$ cat src/rtl/atdf_pkg.sv
// Package for the AT response deframer: payload structs, the internal result
// bundle and the fixed byte positions of the frame header.
// No dependencies.
package atdf_pkg;

   localparam int unsigned IdxWidth = 17;

   // Header byte positions within a frame
   localparam logic [IdxWidth-1:0] IdxLenHi    = 17'd1;
   localparam logic [IdxWidth-1:0] IdxLenLo    = 17'd2;
   localparam logic [IdxWidth-1:0] IdxSumStart = 17'd3;
   localparam logic [IdxWidth-1:0] IdxIdent    = 17'd4;
   localparam logic [IdxWidth-1:0] IdxCmdHi    = 17'd5;
   localparam logic [IdxWidth-1:0] IdxCmdLo    = 17'd6;
   localparam logic [IdxWidth-1:0] IdxStatus   = 17'd7;
   localparam logic [IdxWidth-1:0] IdxParam    = 17'd8;
   localparam logic [IdxWidth-1:0] IdxMax      = 17'h1FFFF;

   // Parameter bytes run up to length + this offset
   localparam logic [IdxWidth-1:0] ParamEndOffset = 17'd2;

   localparam logic [7:0] SumGood = 8'hFF;

   typedef struct packed {
      logic [7:0] data_byte;
      logic       first_byte;
      logic       last_byte;
   } req_payload_type;

   typedef struct packed {
      logic [7:0]  param_byte;
      logic        param_valid;
      logic        frame_done;
      logic [15:0] frame_length;
      logic [7:0]  frame_ident;
      logic [15:0] command_chars;
      logic [7:0]  command_status;
      logic        checksum_ok;
   } rsp_payload_type;

   // Handshake control shared by the input stage and the parser
   typedef struct packed {
      logic item_valid;
      logic advance;
   } stage_ctrl_type;

   // What the parser hands to the result register
   typedef struct packed {
      logic            has_result;
      rsp_payload_type payload;
   } parse_out_type;

endpackage

$ cat src/rtl/atdf_in_stage.sv
// Input register of the AT response deframer: holds one accepted byte.
// Depends on atdf_pkg.
module atdf_in_stage (
   input  logic                     clock,
   input  logic                     reset,
   input  logic                     req_valid,
   output logic                     req_stall,
   input  atdf_pkg::req_payload_type req_payload,
   input  logic                     advance,
   output logic                     item_valid,
   output atdf_pkg::req_payload_type item_payload
);

   logic                      valid_ff;
   logic                      valid_in;
   atdf_pkg::req_payload_type payload_ff;
   logic                      accept;

   assign req_stall = valid_ff && !advance;
   assign accept    = req_valid && !req_stall;

   always_comb begin
      if (accept) begin
         valid_in = 1'b1;
      end else if (advance) begin
         valid_in = 1'b0;
      end else begin
         valid_in = valid_ff;
      end
   end

   always_ff @(posedge clock) begin
      if (reset) begin
         valid_ff <= 1'b0;
      end else begin
         valid_ff <= valid_in;
      end
   end

   // hold payload until the next transfer
   always_ff @(posedge clock) begin
      if (accept) begin
         payload_ff <= req_payload;
      end
   end

   assign item_valid   = valid_ff;
   assign item_payload = payload_ff;

endmodule

$ cat src/rtl/atdf_parser.sv
// Frame parser of the AT response deframer: byte index, captured header
// fields and running sum, plus the result of the byte at hand.
// Depends on atdf_pkg.
module atdf_parser (
   input  logic                      clock,
   input  logic                      reset,
   input  atdf_pkg::stage_ctrl_type  ctrl,
   input  atdf_pkg::req_payload_type item,
   output atdf_pkg::parse_out_type   result
);

   logic                              in_frame_ff, in_frame_in;
   logic [atdf_pkg::IdxWidth-1:0]     byte_index_ff, byte_index_in;
   logic [15:0]                       length_ff, length_in;
   logic [7:0]                        ident_ff, ident_in;
   logic [15:0]                       command_ff, command_in;
   logic [7:0]                        status_ff, status_in;
   logic [7:0]                        sum_ff, sum_in;

   logic                              active;
   logic [atdf_pkg::IdxWidth-1:0]     idx;
   logic [atdf_pkg::IdxWidth-1:0]     param_end;
   logic                              pv;

   assign active = item.first_byte || in_frame_ff;
   assign idx    = item.first_byte ? '0 : byte_index_ff;

   always_comb begin
      // a first byte starts from cleared fields
      length_in  = item.first_byte ? 16'd0 : length_ff;
      ident_in   = item.first_byte ? 8'd0  : ident_ff;
      command_in = item.first_byte ? 16'd0 : command_ff;
      status_in  = item.first_byte ? 8'd0  : status_ff;
      sum_in     = item.first_byte ? 8'd0  : sum_ff;

      unique case (idx)
         atdf_pkg::IdxLenHi:  length_in[15:8]  = item.data_byte;
         atdf_pkg::IdxLenLo:  length_in[7:0]   = item.data_byte;
         atdf_pkg::IdxIdent:  ident_in         = item.data_byte;
         atdf_pkg::IdxCmdHi:  command_in[15:8] = item.data_byte;
         atdf_pkg::IdxCmdLo:  command_in[7:0]  = item.data_byte;
         atdf_pkg::IdxStatus: status_in        = item.data_byte;
         default: ;
      endcase

      if (idx >= atdf_pkg::IdxSumStart) begin
         sum_in = sum_in + item.data_byte;
      end

      byte_index_in = (idx == atdf_pkg::IdxMax) ? idx : idx + 1'b1;
      in_frame_in   = !item.last_byte;
   end

   assign param_end = {1'b0, length_in} + atdf_pkg::ParamEndOffset;
   assign pv        = (idx >= atdf_pkg::IdxParam) && (idx <= param_end);

   always_comb begin
      result                        = '0;
      result.has_result             = active && (pv || item.last_byte);
      if (pv) begin
         result.payload.param_byte  = item.data_byte;
         result.payload.param_valid = 1'b1;
      end
      if (item.last_byte) begin
         result.payload.frame_done     = 1'b1;
         result.payload.frame_length   = length_in;
         result.payload.frame_ident    = ident_in;
         result.payload.command_chars  = command_in;
         result.payload.command_status = status_in;
         result.payload.checksum_ok    = (sum_in == atdf_pkg::SumGood);
      end
   end

   // bytes outside a frame leave the state alone
   always_ff @(posedge clock) begin
      if (reset) begin
         in_frame_ff   <= 1'b0;
         byte_index_ff <= '0;
         length_ff     <= '0;
         ident_ff      <= '0;
         command_ff    <= '0;
         status_ff     <= '0;
         sum_ff        <= '0;
      end else if (ctrl.item_valid && ctrl.advance && active) begin
         in_frame_ff   <= in_frame_in;
         byte_index_ff <= byte_index_in;
         length_ff     <= length_in;
         ident_ff      <= ident_in;
         command_ff    <= command_in;
         status_ff     <= status_in;
         sum_ff        <= sum_in;
      end
   end

endmodule

$ cat src/rtl/atdf_out_stage.sv
// Result register of the AT response deframer: holds one result until the
// downstream side takes it. Depends on atdf_pkg.
module atdf_out_stage (
   input  logic                      clock,
   input  logic                      reset,
   input  logic                      load,
   input  atdf_pkg::rsp_payload_type load_payload,
   output logic                      free,
   output logic                      rsp_valid,
   input  logic                      rsp_stall,
   output atdf_pkg::rsp_payload_type rsp_payload
);

   logic                      valid_ff;
   atdf_pkg::rsp_payload_type payload_ff;

   assign free = !valid_ff || !rsp_stall;

   always_ff @(posedge clock) begin
      if (reset) begin
         valid_ff <= 1'b0;
      end else if (free) begin
         valid_ff <= load;
      end
   end

   always_ff @(posedge clock) begin
      if (load) begin
         payload_ff <= load_payload;
      end
   end

   assign rsp_valid   = valid_ff;
   assign rsp_payload = payload_ff;

endmodule

$ cat src/rtl/at_response_deframer.sv
// AT command response deframer, top level. Depends on atdf_pkg, atdf_in_stage,
// atdf_parser and atdf_out_stage.
// An accepted byte is held in the input register, and its result then in the
// result register that drives rsp_valid. Throughput: one byte per cycle while
// rsp_stall stays low; the result register sets the pace.
// Reset (synchronous, active high) empties both registers and closes any frame.
module at_response_deframer (
   input  logic                      clock,
   input  logic                      reset,
   input  logic                      req_valid,
   output logic                      req_stall,
   input  atdf_pkg::req_payload_type req_payload,
   output logic                      rsp_valid,
   input  logic                      rsp_stall,
   output atdf_pkg::rsp_payload_type rsp_payload
);

   atdf_pkg::stage_ctrl_type  ctrl;
   atdf_pkg::req_payload_type item;
   atdf_pkg::parse_out_type   parsed;
   logic                      item_valid;
   logic                      out_free;
   logic                      load;

   // Advance the held byte whenever the result register can take a transfer;
   // a byte that yields no result still waits for that slot to stay in order.
   assign ctrl.item_valid = item_valid;
   assign ctrl.advance    = item_valid && out_free;

   // Load a result only for bytes that produce one
   assign load = ctrl.advance && parsed.has_result;

   atdf_in_stage u_in_stage (
      .clock        (clock),
      .reset        (reset),
      .req_valid    (req_valid),
      .req_stall    (req_stall),
      .req_payload  (req_payload),
      .advance      (ctrl.advance),
      .item_valid   (item_valid),
      .item_payload (item)
   );

   // Header capture, parameter pass-through and checksum
   atdf_parser u_parser (
      .clock  (clock),
      .reset  (reset),
      .ctrl   (ctrl),
      .item   (item),
      .result (parsed)
   );

   atdf_out_stage u_out_stage (
      .clock        (clock),
      .reset        (reset),
      .load         (load),
      .load_payload (parsed.payload),
      .free         (out_free),
      .rsp_valid    (rsp_valid),
      .rsp_stall    (rsp_stall),
      .rsp_payload  (rsp_payload)
   );

endmodule

$ cat config.mk
export PLATFORM = sky130hd
export DESIGN_NAME = at_response_deframer
export DESIGN_NICKNAME = d
export VERILOG_FILES = /design/src/rtl/atdf_pkg.sv /design/src/rtl/atdf_in_stage.sv /design/src/rtl/atdf_parser.sv /design/src/rtl/atdf_out_stage.sv /design/src/rtl/at_response_deframer.sv
export SDC_FILE = /design/constraint.sdc
export NUM_CORES = 1
export LEC_CHECK = 0
export ABC_CLOCK_PERIOD_IN_PS = 8600
export BUFFER_PORTS_ARGS = -buffer_cell sky130_fd_sc_hd__buf_2
export CAP_MARGIN = 20
export CELL_PAD_IN_SITES_DETAIL_PLACEMENT = 1
export CELL_PAD_IN_SITES_GLOBAL_PLACEMENT = 2
export CORE_UTILIZATION = 25
export CTS_CLUSTER_SIZE = 20
export DETAILED_ROUTE_END_ITERATION = 12
export MAX_ROUTING_LAYER = met4
export PLACE_DENSITY_LB_ADDON = 0.1
export SETUP_SLACK_MARGIN = 0.1
export SLEW_MARGIN = 40
export SYNTH_ARGS = -nofsm -noshare
export SYNTH_HDL_FRONTEND = slang
export SYNTH_SLANG_ARGS = --single-unit
$ cat constraint.sdc
create_clock -name clock -period 8.6 [get_ports clock]
set_input_delay 1.72 -clock clock [delete_from_list [all_inputs] [get_ports clock]]
set_output_delay 1.72 -clock clock [all_outputs]
set_load 0.05 [all_outputs]
==> results of run 1 <==
## registers in the layout, summed over array words and instances (netlist names), 8 cells and up
register and count:
u_parser.sum_ff 8, u_parser.length_ff 16, u_parser.command_ff 16, u_out_stage.rsp_payload 59, u_parser.status_ff 8, u_parser.byte_index_ff 17, u_parser.ident_ff 8, u_in_stage.item_payload 10
## metal layers
layer / global-route usage, % / wire (um) / vias up
li1: - / - / 3015
met1: 21.7 / 11500 / 3066
met2: 26.7 / 11500 / 110
met3: 2.76 / 785 / 29
met4: 4.35 / 346 / 0
met5: - / 0 / -
## stage by stage
| stage | area [sq um] | setup slack (ns) | utilization (%) |
|---|---|---|---|
| after CTS | 8860 | 2.08 | 30.5 |
| final | 8890 | 2.37 | 30.6 |
| after detailed placement | 8250 | 2.13 | 28.4 |
| after global routing | 8890 | 1.75 | 30.6 |
| after global placement | 8230 | 2.38 | 28.3 |
| after floorplan | 7490 | 1.29 | - |
## tightest hold or removal path, cell delays in order, from the launching register on
cell and delay [ns]:
dfxtp_1 0.33, a22oi_1 0.06, nor2_1 0.07
## logic make-up (layout without fill, tap and decap cells)
kind of cell	Yosys count	count (layout)	synth area share, %
multiplexers	6	6	0.835
XOR/XNOR	21	21	2.46
buffers and inverters	75	138	4.14
AND/OR/NAND/NOR	342	342	23.7
AO/OA/AOI/OAI	198	198	16.6
adder cells (fa/ha/maj)	25	25	4.28
flip-flops	145	145	48.0
## synth_stat cells, types with 11 or more instances
master | instances | area (sq um)
a211oi_1 | 17 | 128
a21oi_1 | 78 | 390
a22oi_1 | 45 | 338
clkbuf_1 | 51 | 191
dfxtp_1 | 76 | 1520
edfxtp_1 | 69 | 2070
ha_1 | 24 | 300
inv_1 | 14 | 52.6
nand2_1 | 47 | 176
nand2b_1 | 11 | 68.8
nand3_1 | 23 | 115
nand3b_1 | 26 | 195
nand4_1 | 12 | 75.1
nor2_1 | 127 | 477
nor2b_1 | 32 | 200
nor3_1 | 12 | 60.1
nor3b_1 | 18 | 135
o21ai_0 | 30 | 150
xnor2_1 | 14 | 123
## power breakdown
group / total, mW / internal, mW / switching, mW / leakage [nW]
registers: 0.742 / 0.734 / 0.00805 / 1.24
logic: 0.134 / 0.0340 / 0.100 / 1.51
clock network: 0.794 / 0.443 / 0.351 / 0.292
## final cells by class
class	count	area [sq um]	share of cell area, %
multi-input cells	592	3630	40.8
flip-flops and latches	145	3590	40.4
repair buffers	92	526	5.91
well taps	384	480	5.40
clock buffers	17	425	4.78
clock inverters	15	188	2.11
inverters	14	52.6	0.591
## worst max-delay path by stage
stage	startpoint	to	slack (ns)	cells past startpoint
2_1_floorplan	u_parser.byte_index_ff[3]$_SDFFE_PP0P_	u_out_stage.rsp_payload[0]$_SDFFCE_PN0P_	1.29	20
3_3_place_gp	u_parser.byte_index_ff[7]$_SDFFE_PP0P_	u_out_stage.rsp_payload[12]$_SDFFCE_PN0P_	2.38	19
3_5_place_dp	u_parser.byte_index_ff[7]$_SDFFE_PP0P_	u_out_stage.rsp_payload[24]$_SDFFCE_PN0P_	2.13	18
4_1_cts	u_parser.byte_index_ff[7]$_SDFFE_PP0P_	u_out_stage.rsp_payload[33]$_SDFFCE_PN0P_	2.08	18
5_1_grt	u_parser.byte_index_ff[7]$_SDFFE_PP0P_	u_out_stage.rsp_payload[1]$_SDFFCE_PN0P_	1.75	20
6_report	u_parser.byte_index_ff[7]$_SDFFE_PP0P_	u_out_stage.rsp_payload[1]$_SDFFCE_PN0P_	2.37	20
==> out/metrics.csv, run 1 <==
metric;value;unit
R2R depth;20;
main flop type after synthesis;dfxtp_1;
RR Endpoint;u_out_stage.rsp_payload[1]$_SDFFCE_PN0P_;
Worst path top cell family by delay;simple AND/OR/NAND/NOR gates;
Rel. slew slack;45.5;%
RSZ-0062 raised after global routing;false;
DR pass1 iterations;4;
hold path start;u_parser.sum_ff[0]$_SDFFE_PP0P_;
H-tree Lvls;4;
commonest non-fill, non-tap cell in the layout;nor2_1;
most frequent cells in the layout;126 x nor2_1, 76 x a21oi_1, 76 x dfxtp_1, 74 x buf_2, 69 x edfxtp_1;
postcts setup bufs;0;
Initial Util;25.7;%
clock-pin slew on the worst setup and hold paths;0.07;ns
CTS Buffer Depth;2;
overall routing resource usage;16.7;%
post-synth cell types;52;
Post-Syn Area per Cell;9.22;sq um
area delta synth->final;18.7;%
status;finished, final reports clean;
Via density;4.94;
worst-path fanout max;45;
clock latency on the worst-skew pair;0.43;ns
DIE HEIGHT;175;um
worst hold endpoint;u_parser.sum_ff[0]$_SDFFE_PP0P_;
Setup-failing EPs final;0;
crit-path max cell delay;0.56;ns
pins over their slew limit;0;
Hold Path Stages;2;
fillcell total;3365;
dpl cells;1226;
I/O Buffers;74;
Period minus WS final;6.23;ns
Min Hold Slack;0.497;ns
vias;6220;
Root Driver;clkbuf_16;
initial antenna violation count;0;
crit path DAT;6.39;ns
crit path buf inv count;4;
Min-Delay Path Class;flop to flop;
I/O Pins;75;
FF+latch count, synth;145;
die width;175;um
DR WL/cell;19.2;um
setup total negative slack;0;ns
Syn Nets;851;
n_diodes;0;
total gr overflow;0;
Tot Pwr;1.67;mW
clk sink count;145;
crit end category;flop;
Hold Fails Final Rpt;0;
LEAKAGE;3.04;nW
clk_skew;0.0134;ns
global-route wire length before repair;37700;um
Post-Synthesis Cells;812;
Die ar.;30600;sq um
core footprint;29100;sq um
Tightest Pin Transition;0.817;ns
PwrDens;188;nW/um^2
EDFF count, synth;69;
reg2reg setup slack;2.37;ns
HPWL after DPL;15900;um
CP Launch Type;flop;
starting DRC count in detailed routing;351;
cell breakdown of the critical path;nor4_1 > nand4_1 > nor3_4 > buf_4 > a22oi_1 > inv_1 > ha_1 > nand3_1 > o21ai_0 > nand4_1 > xnor2_1 > ha_1 > nand3_1 > or3_1 > nor3_1 > a2111oi_4 > a21oi_2 > a21oi_4 > buf_4 > buf_12;
worst r2r src;u_parser.byte_index_ff[7]$_SDFFE_PP0P_;
Max-cap violations;0;
Finished Layout Cells;1259;
vias in the first global route;6342;
Core Rows;62;
worst path required time;8.75;ns
# DRC;0;
Critical-path top delay cell;a21oi_2;
GP Congestion;0.736;
CTS Hold Bufs;0;
critical path type;flop to flop;
share of cells above drive strength 1;16.8;%
nets;901;
TritonCTS buffer count;17;
synthesized area;7490;sq um
final wirelength;24100;um
Seq/Total Area, Yosys;48.0;%
Max Clk Rate;160;MHz
ys async rst share;0;%
TritonCTS clock tree;yes;
Worst VDD drop;0.128;mV
Ys Warns;0;
period utilisation layout;72.5;%
largest net degree at the start of global routing;77;
post-CTS sizing;0;
Routed Antenna Nets;0;
(Power assumes the default switching activity.)
==> run 2, diff against run 1 <==
--- a/config.mk
+++ b/config.mk
@@ -5,7 +5,7 @@
 export SDC_FILE = /design/constraint.sdc
 export NUM_CORES = 1
 export LEC_CHECK = 0
-export ABC_CLOCK_PERIOD_IN_PS = 8600
+export ABC_CLOCK_PERIOD_IN_PS = 6400
 export BUFFER_PORTS_ARGS = -buffer_cell sky130_fd_sc_hd__buf_2
 export CAP_MARGIN = 20
 export CELL_PAD_IN_SITES_DETAIL_PLACEMENT = 1
==> constraint.sdc (replaced) <==
create_clock -name clock -period 6.4 [get_ports clock]
set_input_delay 1.28 -clock clock [delete_from_list [all_inputs] [get_ports clock]]
set_output_delay 1.28 -clock clock [all_outputs]
set_load 0.05 [all_outputs]
==> out/metrics.csv, run 2 (synthesis results as in run 1) <==
metric;value;unit;change
Min Hold Slack;0.500;ns;was 0.497 ns
Int Pwr;1.69;mW;was 1.21 mW
total gr overflow;0;;unchanged
DR WL/cell;19.3;um;was 19.2 um
clock-pin slew on the worst setup and hold paths;0.07;ns;about the same
Core Rows;62;;unchanged
I/O Pins;75;;unchanged
met3 Usage GRT;2.13;%;was 2.76%
initial antenna violation count;1;;was 0
area of the multi-input gates;3620;sq um;was 3630 sq um
clock power share;48.2;%;was 47.5%
H-tree Lvls;4;;unchanged
# DRC;0;;unchanged
CTS Buffer Depth;2;;unchanged
Psw;583;uW;was 459 uW
Die ar.;30600;sq um;unchanged
Via density;4.95;;was 4.94
starting DRC count in detailed routing;352;;was 351
register area;3590;sq um;unchanged
crit end category;flop;;unchanged
GP Congestion;0.804;;was 0.736
sequential power share;44.1;%;was 44.4%
worst path required time;6.46;ns;was 8.75 ns
Root Driver;clkbuf_16;;unchanged
I/O Buffers;74;;unchanged
Max Clk Rate;178;MHz;was 160 MHz
most frequent cells in the layout;125 x nor2_1, 76 x a21oi_1, 76 x dfxtp_1, 74 x buf_2, 69 x edfxtp_1;;was 126 x nor2_1, 76 x a21oi_1, 76 x dfxtp_1, 74 x buf_2, 69 x edfxtp_1
status;finished, final reports clean;;unchanged
Routed Antenna Nets;0;;unchanged
area delta synth->final;18.9;%;was 18.7%
Initial Util;25.7;%;unchanged
fillcell total;3413;;was 3,365
largest net degree at the start of global routing;90;;was 77
TritonCTS clock tree;yes;;unchanged
number of flip-flops in the largest register;59;;unchanged
Period minus WS final;5.62;ns;was 6.23 ns
nets;900;;was 901
PwrDens;255;nW/um^2;was 188 nW/um^2
grt met1 use;22.0;%;was 21.7%
share of cells above drive strength 1;16.6;%;was 16.8%
final wirelength;24200;um;was 24,100 um
period utilisation layout;87.8;%;was 72.5%
Setup-failing EPs final;0;;unchanged
clk sink count;145;;unchanged
die width;175;um;unchanged
HPWL after DPL;16000;um;was 15,900 um
Worst VDD drop;0.159;mV;was 0.128 mV
worst-path fanout max;47;;was 45
busiest grt layer;met2;;unchanged
clock latency on the worst-skew pair;0.43;ns;about the same
Hold Fails Final Rpt;0;;unchanged
CTS Hold Bufs;0;;unchanged
Min-Delay Path Class;flop to flop;;unchanged
overall routing resource usage;16.8;%;was 16.7%
vias in the first global route;6288;;was 6,342
dpl cells;1226;;unchanged
pins over their slew limit;0;;unchanged
commonest non-fill, non-tap cell in the layout;nor2_1;;unchanged
n_diodes;0;;unchanged
crit path DAT;5.68;ns;was 6.39 ns
RSZ-0062 raised after global routing;false;;unchanged
setup total negative slack;0;ns;unchanged
vias;6221;;was 6,220
DIE HEIGHT;175;um;unchanged
DR pass1 iterations;4;;unchanged
Finished Layout Cells;1258;;was 1,259
LEAKAGE;3.05;nW;was 3.04 nW
TritonCTS buffer count;17;;unchanged
global-route wire length before repair;37900;um;was 37,700 um
critical path type;flop to flop;;unchanged
Rel. slew slack;40.8;%;was 45.5%
core footprint;29100;sq um;unchanged
clk_skew;0.0151;ns;was 0.0134 ns
Max-cap violations;0;;unchanged
M2 GR Usage;27.0;%;was 26.7%
Comb power frac;7.7;%;was 8.0%
CP Launch Type;flop;;unchanged
Switching Share;25.7;%;was 27.5%
Tightest Pin Transition;0.888;ns;was 0.817 ns
run 2: critical path: stages (launching register included):
cell and delay (ns):
dfxtp_1 0.36, nor4_1 0.49, and4_1 0.48, and2_1 0.69
mux2_2 0.43, nor3_2 0.29, nand3_1 0.15, xnor2_1 0.17
ha_1 0.30, nand3_1 0.08, or3_1 0.43, nor4_1 0.36
a21oi_2 0.09, buf_4 0.22, a21oi_4 0.16, buf_4 0.50
run 2: metrics by stage:
step	power [mW]	util (%)	area, sq um	setup slack (ns)
after global routing	2.35	30.6	8900	0.267
final	2.27	30.6	8900	0.781
after floorplan	1.14	-	7490	0.422
after CTS	2.31	30.6	8900	0.533
after global placement	1.20	28.3	8240	0.790
after detailed placement	1.20	28.4	8270	0.569
run 2: power groups by stage:
stage	Clock, mW	Combinational (mW)	Sequential, mW
finish	1.09	0.175	1.00
global route	1.16	0.191	1.00
CTS	1.13	0.178	1.00
detailed placement	0	0.178	1.02
global placement	0	0.173	1.02
floorplan	0	0.0912	1.05
run 2: path summary, 6_finish.rpt:
check                                         start                                        to  slack (ns)  cells past startpoint
max          u_parser.byte_index_ff[7]$_SDFFE_PP0P_  u_out_stage.rsp_payload[7]$_SDFFCE_PN0P_        0.78                     15
max reg2reg  u_parser.byte_index_ff[7]$_SDFFE_PP0P_  u_out_stage.rsp_payload[7]$_SDFFCE_PN0P_        0.78                     15
min reg2reg     u_parser.length_ff[11]$_SDFFE_PP0P_       u_parser.length_ff[11]$_SDFFE_PP0P_        0.50                      2
min             u_parser.length_ff[11]$_SDFFE_PP0P_       u_parser.length_ff[11]$_SDFFE_PP0P_        0.50                      2
run 2: cell type report:
type | instances | area share (%)
flip-flops and latches | 145 | 40.4
multi-input cells | 592 | 40.7
clock inverters | 12 | 1.90
clock buffers | 20 | 5.26
well taps | 384 | 5.40
repair buffers | 91 | 5.82
inverters | 14 | 0.590
run 2: repair_timing:
item                                    in CTS  in global routing
endpoints found under the hold margin        0                  0
buffers inserted                             0                  0
endpoints found under the setup margin       0                 47
resized for setup                            0                  1
run 2: per-layer routing:
| layer | vias up | wire length, um |
|---|---|---|
| li1 | 3014 | - |
| met1 | 3089 | 11800 |
| met2 | 95 | 11500 |
| met3 | 23 | 613 |
| met4 | 0 | 277 |
| met5 | - | 0 |
==> run 3, diff against run 2 <==
--- a/config.mk
+++ b/config.mk
@@ -10,6 +10,7 @@
 export CAP_MARGIN = 20
 export CELL_PAD_IN_SITES_DETAIL_PLACEMENT = 1
 export CELL_PAD_IN_SITES_GLOBAL_PLACEMENT = 2
+export CORE_ASPECT_RATIO = 0.6
 export CORE_UTILIZATION = 25
 export CTS_CLUSTER_SIZE = 20
 export DETAILED_ROUTE_END_ITERATION = 12
==> out/metrics.csv, run 3 (synthesis results as in run 1) <==
metric;value;unit;change
status;finished, final reports clean;;unchanged
total gr overflow;0;;unchanged
pins over their slew limit;0;;unchanged
worst r2r src;u_parser.byte_index_ff[7]$_SDFFE_PP0P_;;unchanged
clk sink count;145;;unchanged
Setup-failing EPs final;0;;unchanged
core footprint;29100;sq um;about the same
Period minus WS final;5.32;ns;was 5.62 ns
LEAKAGE;3.01;nW;was 3.05 nW
RR Endpoint;u_out_stage.rsp_payload[35]$_SDFFCE_PN0P_;;was u_out_stage.rsp_payload[7]$_SDFFCE_PN0P_
I/O Buffers;74;;unchanged
GP Congestion;0.813;;was 0.804
Root Driver;clkbuf_16;;unchanged
crit end category;flop;;unchanged
TritonCTS clock tree;yes;;unchanged
Max-cap violations;0;;unchanged
HPWL after DPL;17600;um;was 16,000 um
Max Clk Rate;188;MHz;was 178 MHz
CTS Hold Bufs;0;;unchanged
CP Launch Type;flop;;unchanged
crit path buf inv count;3;;was 2
R2R depth;19;;was 15
RSZ-0062 raised after global routing;false;;unchanged
number of flip-flops in the largest register;59;;unchanged
initial antenna violation count;0;;was 1
cell breakdown of the critical path;nor4_1 > and4_1 > a21oi_1 > a22oi_1 > inv_1 > ha_1 > nand4_1 > o21ai_0 > buf_4 > xor2_1 > ha_1 > nand2_1 > o21ai_0 > a2111oi_0 > nor3_1 > a2111oi_4 > a21oi_2 > a21oi_4 > buf_12;;was nor4_1 > and4_1 > and2_1 > mux2_2 > nor3_2 > nand3_1 > xnor2_1 > ha_1 > nand3_1 > or3_1 > nor4_1 > a21oi_2 > buf_4 > a21oi_4 > buf_4
vias;6277;;was 6,221
TritonCTS buffer count;17;;unchanged
Initial Util;25.8;%;was 25.7%
Critical-path top delay cell;a2111oi_0;;was and2_1
crit-path max cell delay;0.60;ns;was 0.69 ns
overall routing resource usage;17.5;%;was 16.8%
vias in the first global route;6601;;was 6,288
largest net degree at the start of global routing;77;;was 90
I/O Pins;75;;unchanged
reg2reg setup slack;1.08;ns;was 0.78 ns
PwrDens;240;nW/um^2;was 255 nW/um^2
worst hold endpoint;u_parser.length_ff[15]$_SDFFE_PP0P_;;was u_parser.length_ff[11]$_SDFFE_PP0P_
most frequent cells in the layout;125 x nor2_1, 76 x a21oi_1, 76 x dfxtp_1, 74 x buf_2, 69 x edfxtp_1;;unchanged
Hold Path Stages;2;;unchanged
Min-Delay Path Class;flop to flop;;unchanged
postcts setup bufs;0;;unchanged
fillcell total;3372;;was 3,413
final wirelength;25300;um;was 24,200 um
n_diodes;0;;unchanged
DR pass1 iterations;4;;unchanged
H-tree Lvls;4;;unchanged
Tightest Pin Transition;0.771;ns;was 0.888 ns
global-route wire length before repair;38700;um;was 37,900 um
die width;225;um;was 175 um
Routed Antenna Nets;0;;unchanged
DR WL/cell;19.8;um;was 19.3 um
dpl cells;1246;;was 1,226
Die ar.;30700;sq um;was 30,600 sq um
post-CTS sizing;0;;unchanged
# DRC;0;;unchanged
CTS Buffer Depth;2;;unchanged
clk_skew;0.00926;ns;was 0.0151 ns
Worst path top cell family by delay;compound AO/OA/AOI/OAI gates;;was simple AND/OR/NAND/NOR gates
Tot Pwr;2.13;mW;was 2.27 mW
area delta synth->final;18.2;%;was 18.9%
hold path start;u_parser.length_ff[15]$_SDFFE_PP0P_;;was u_parser.length_ff[11]$_SDFFE_PP0P_
worst path required time;6.51;ns;was 6.46 ns
commonest non-fill, non-tap cell in the layout;nor2_1;;unchanged
DIE HEIGHT;136;um;was 175 um
clock-pin slew on the worst setup and hold paths;0.07;ns;about the same
Rel. slew slack;48.6;%;was 40.8%
Finished Layout Cells;1278;;was 1,258
worst-path fanout max;52;;was 47
setup total negative slack;0;ns;unchanged
critical path type;flop to flop;;unchanged
starting DRC count in detailed routing;355;;was 352
crit path DAT;5.42;ns;was 5.68 ns
Core Rows;48;;was 62
nets;904;;was 900
clock latency on the worst-skew pair;0.44;ns;was 0.43 ns
Worst VDD drop;0.189;mV;was 0.159 mV
share of cells above drive strength 1;16.4;%;was 16.6%
Via density;4.91;;was 4.95
period utilisation layout;83.1;%;was 87.8%
Hold Fails Final Rpt;0;;unchanged
run 3: cell types whose count changed in the layout (fill, tap and decap cells not counted), moves of 2 or more:
cell        previous run  this run
buf_4                 14        18
clkinv_4               2         0
clkinv_2               0         3
clkbuf_1               1         3
bufinv_16              3         1
inv_6                  4         1
clkinvlp_4             2         4
clkinv_1               0         3
run 3: worst max-delay path by stage:
stage / from / endpoint / slack, ns / cells after the start
floorplan: u_parser.byte_index_ff[3]$_SDFFE_PP0P_ / u_out_stage.rsp_payload[0]$_SDFFCE_PN0P_ / 0.42 / 20
finish: u_parser.byte_index_ff[7]$_SDFFE_PP0P_ / u_out_stage.rsp_payload[35]$_SDFFCE_PN0P_ / 1.08 / 19
global placement: u_parser.byte_index_ff[7]$_SDFFE_PP0P_ / u_out_stage.rsp_payload[40]$_SDFFCE_PN0P_ / 1.14 / 19
detailed placement: u_parser.byte_index_ff[7]$_SDFFE_PP0P_ / u_out_stage.rsp_payload[40]$_SDFFCE_PN0P_ / 1.03 / 19
CTS: u_parser.byte_index_ff[7]$_SDFFE_PP0P_ / u_out_stage.rsp_payload[35]$_SDFFCE_PN0P_ / 0.93 / 19
global route: u_parser.byte_index_ff[7]$_SDFFE_PP0P_ / u_out_stage.rsp_payload[36]$_SDFFCE_PN0P_ / 0.53 / 19
run 3: power breakdown:
part / total [mW] / switching [mW] / internal [mW]
Clock: 0.945 / 0.416 / 0.529
Sequential: 1.00 / 0.0129 / 0.987
Combinational: 0.181 / 0.135 / 0.0463
Total: 2.13 / 0.564 / 1.56
run 3: routing by layer:
metal  share of wire, %  up-vias  GRT usage, %  wire length (um)
met5                  0        -             -                 0
met4                1.1        0          4.46               275
met3                3.3       17          3.35               842
met2                 43       99          25.8             10900
met1                 52     3140          24.5             13300
li1                   -     3021             -                 -
run 3: layout make-up:
| class | count | area, sq um | area share, % |
|---|---|---|---|
| Tap cell | 400 | 500 | 5.65 |
| Multi-Input combinational cell | 592 | 3620 | 40.9 |
| Clock inverter | 12 | 95.1 | 1.07 |
| Inverter | 14 | 52.6 | 0.594 |
| Clock buffer | 20 | 437 | 4.93 |
| Sequential cell | 145 | 3590 | 40.6 |
| Timing Repair Buffer | 95 | 552 | 6.23 |
run 3: through the flow:
step / setup WS [ns] / area [sq um] / util, % / hold slack, ns
final: 1.08 / 8850 / 30.5 / 0.504
after global routing: 0.533 / 8850 / 30.5 / 0.523
after CTS: 0.927 / 8850 / 30.5 / 0.506
after detailed placement: 1.03 / 8320 / 28.6 / 0.496
after global placement: 1.14 / 8290 / 28.5 / 0.480
after floorplan: 0.422 / 7490 / - / 0.458
run 3: worst min-delay path: cells and delay by family, from the launching register on:
family / cells / cell delay [ns]
AO/OA/AOI/OAI: 1 / 0.05
flip-flops: 1 / 0.31
AND/OR/NAND/NOR: 1 / 0.10
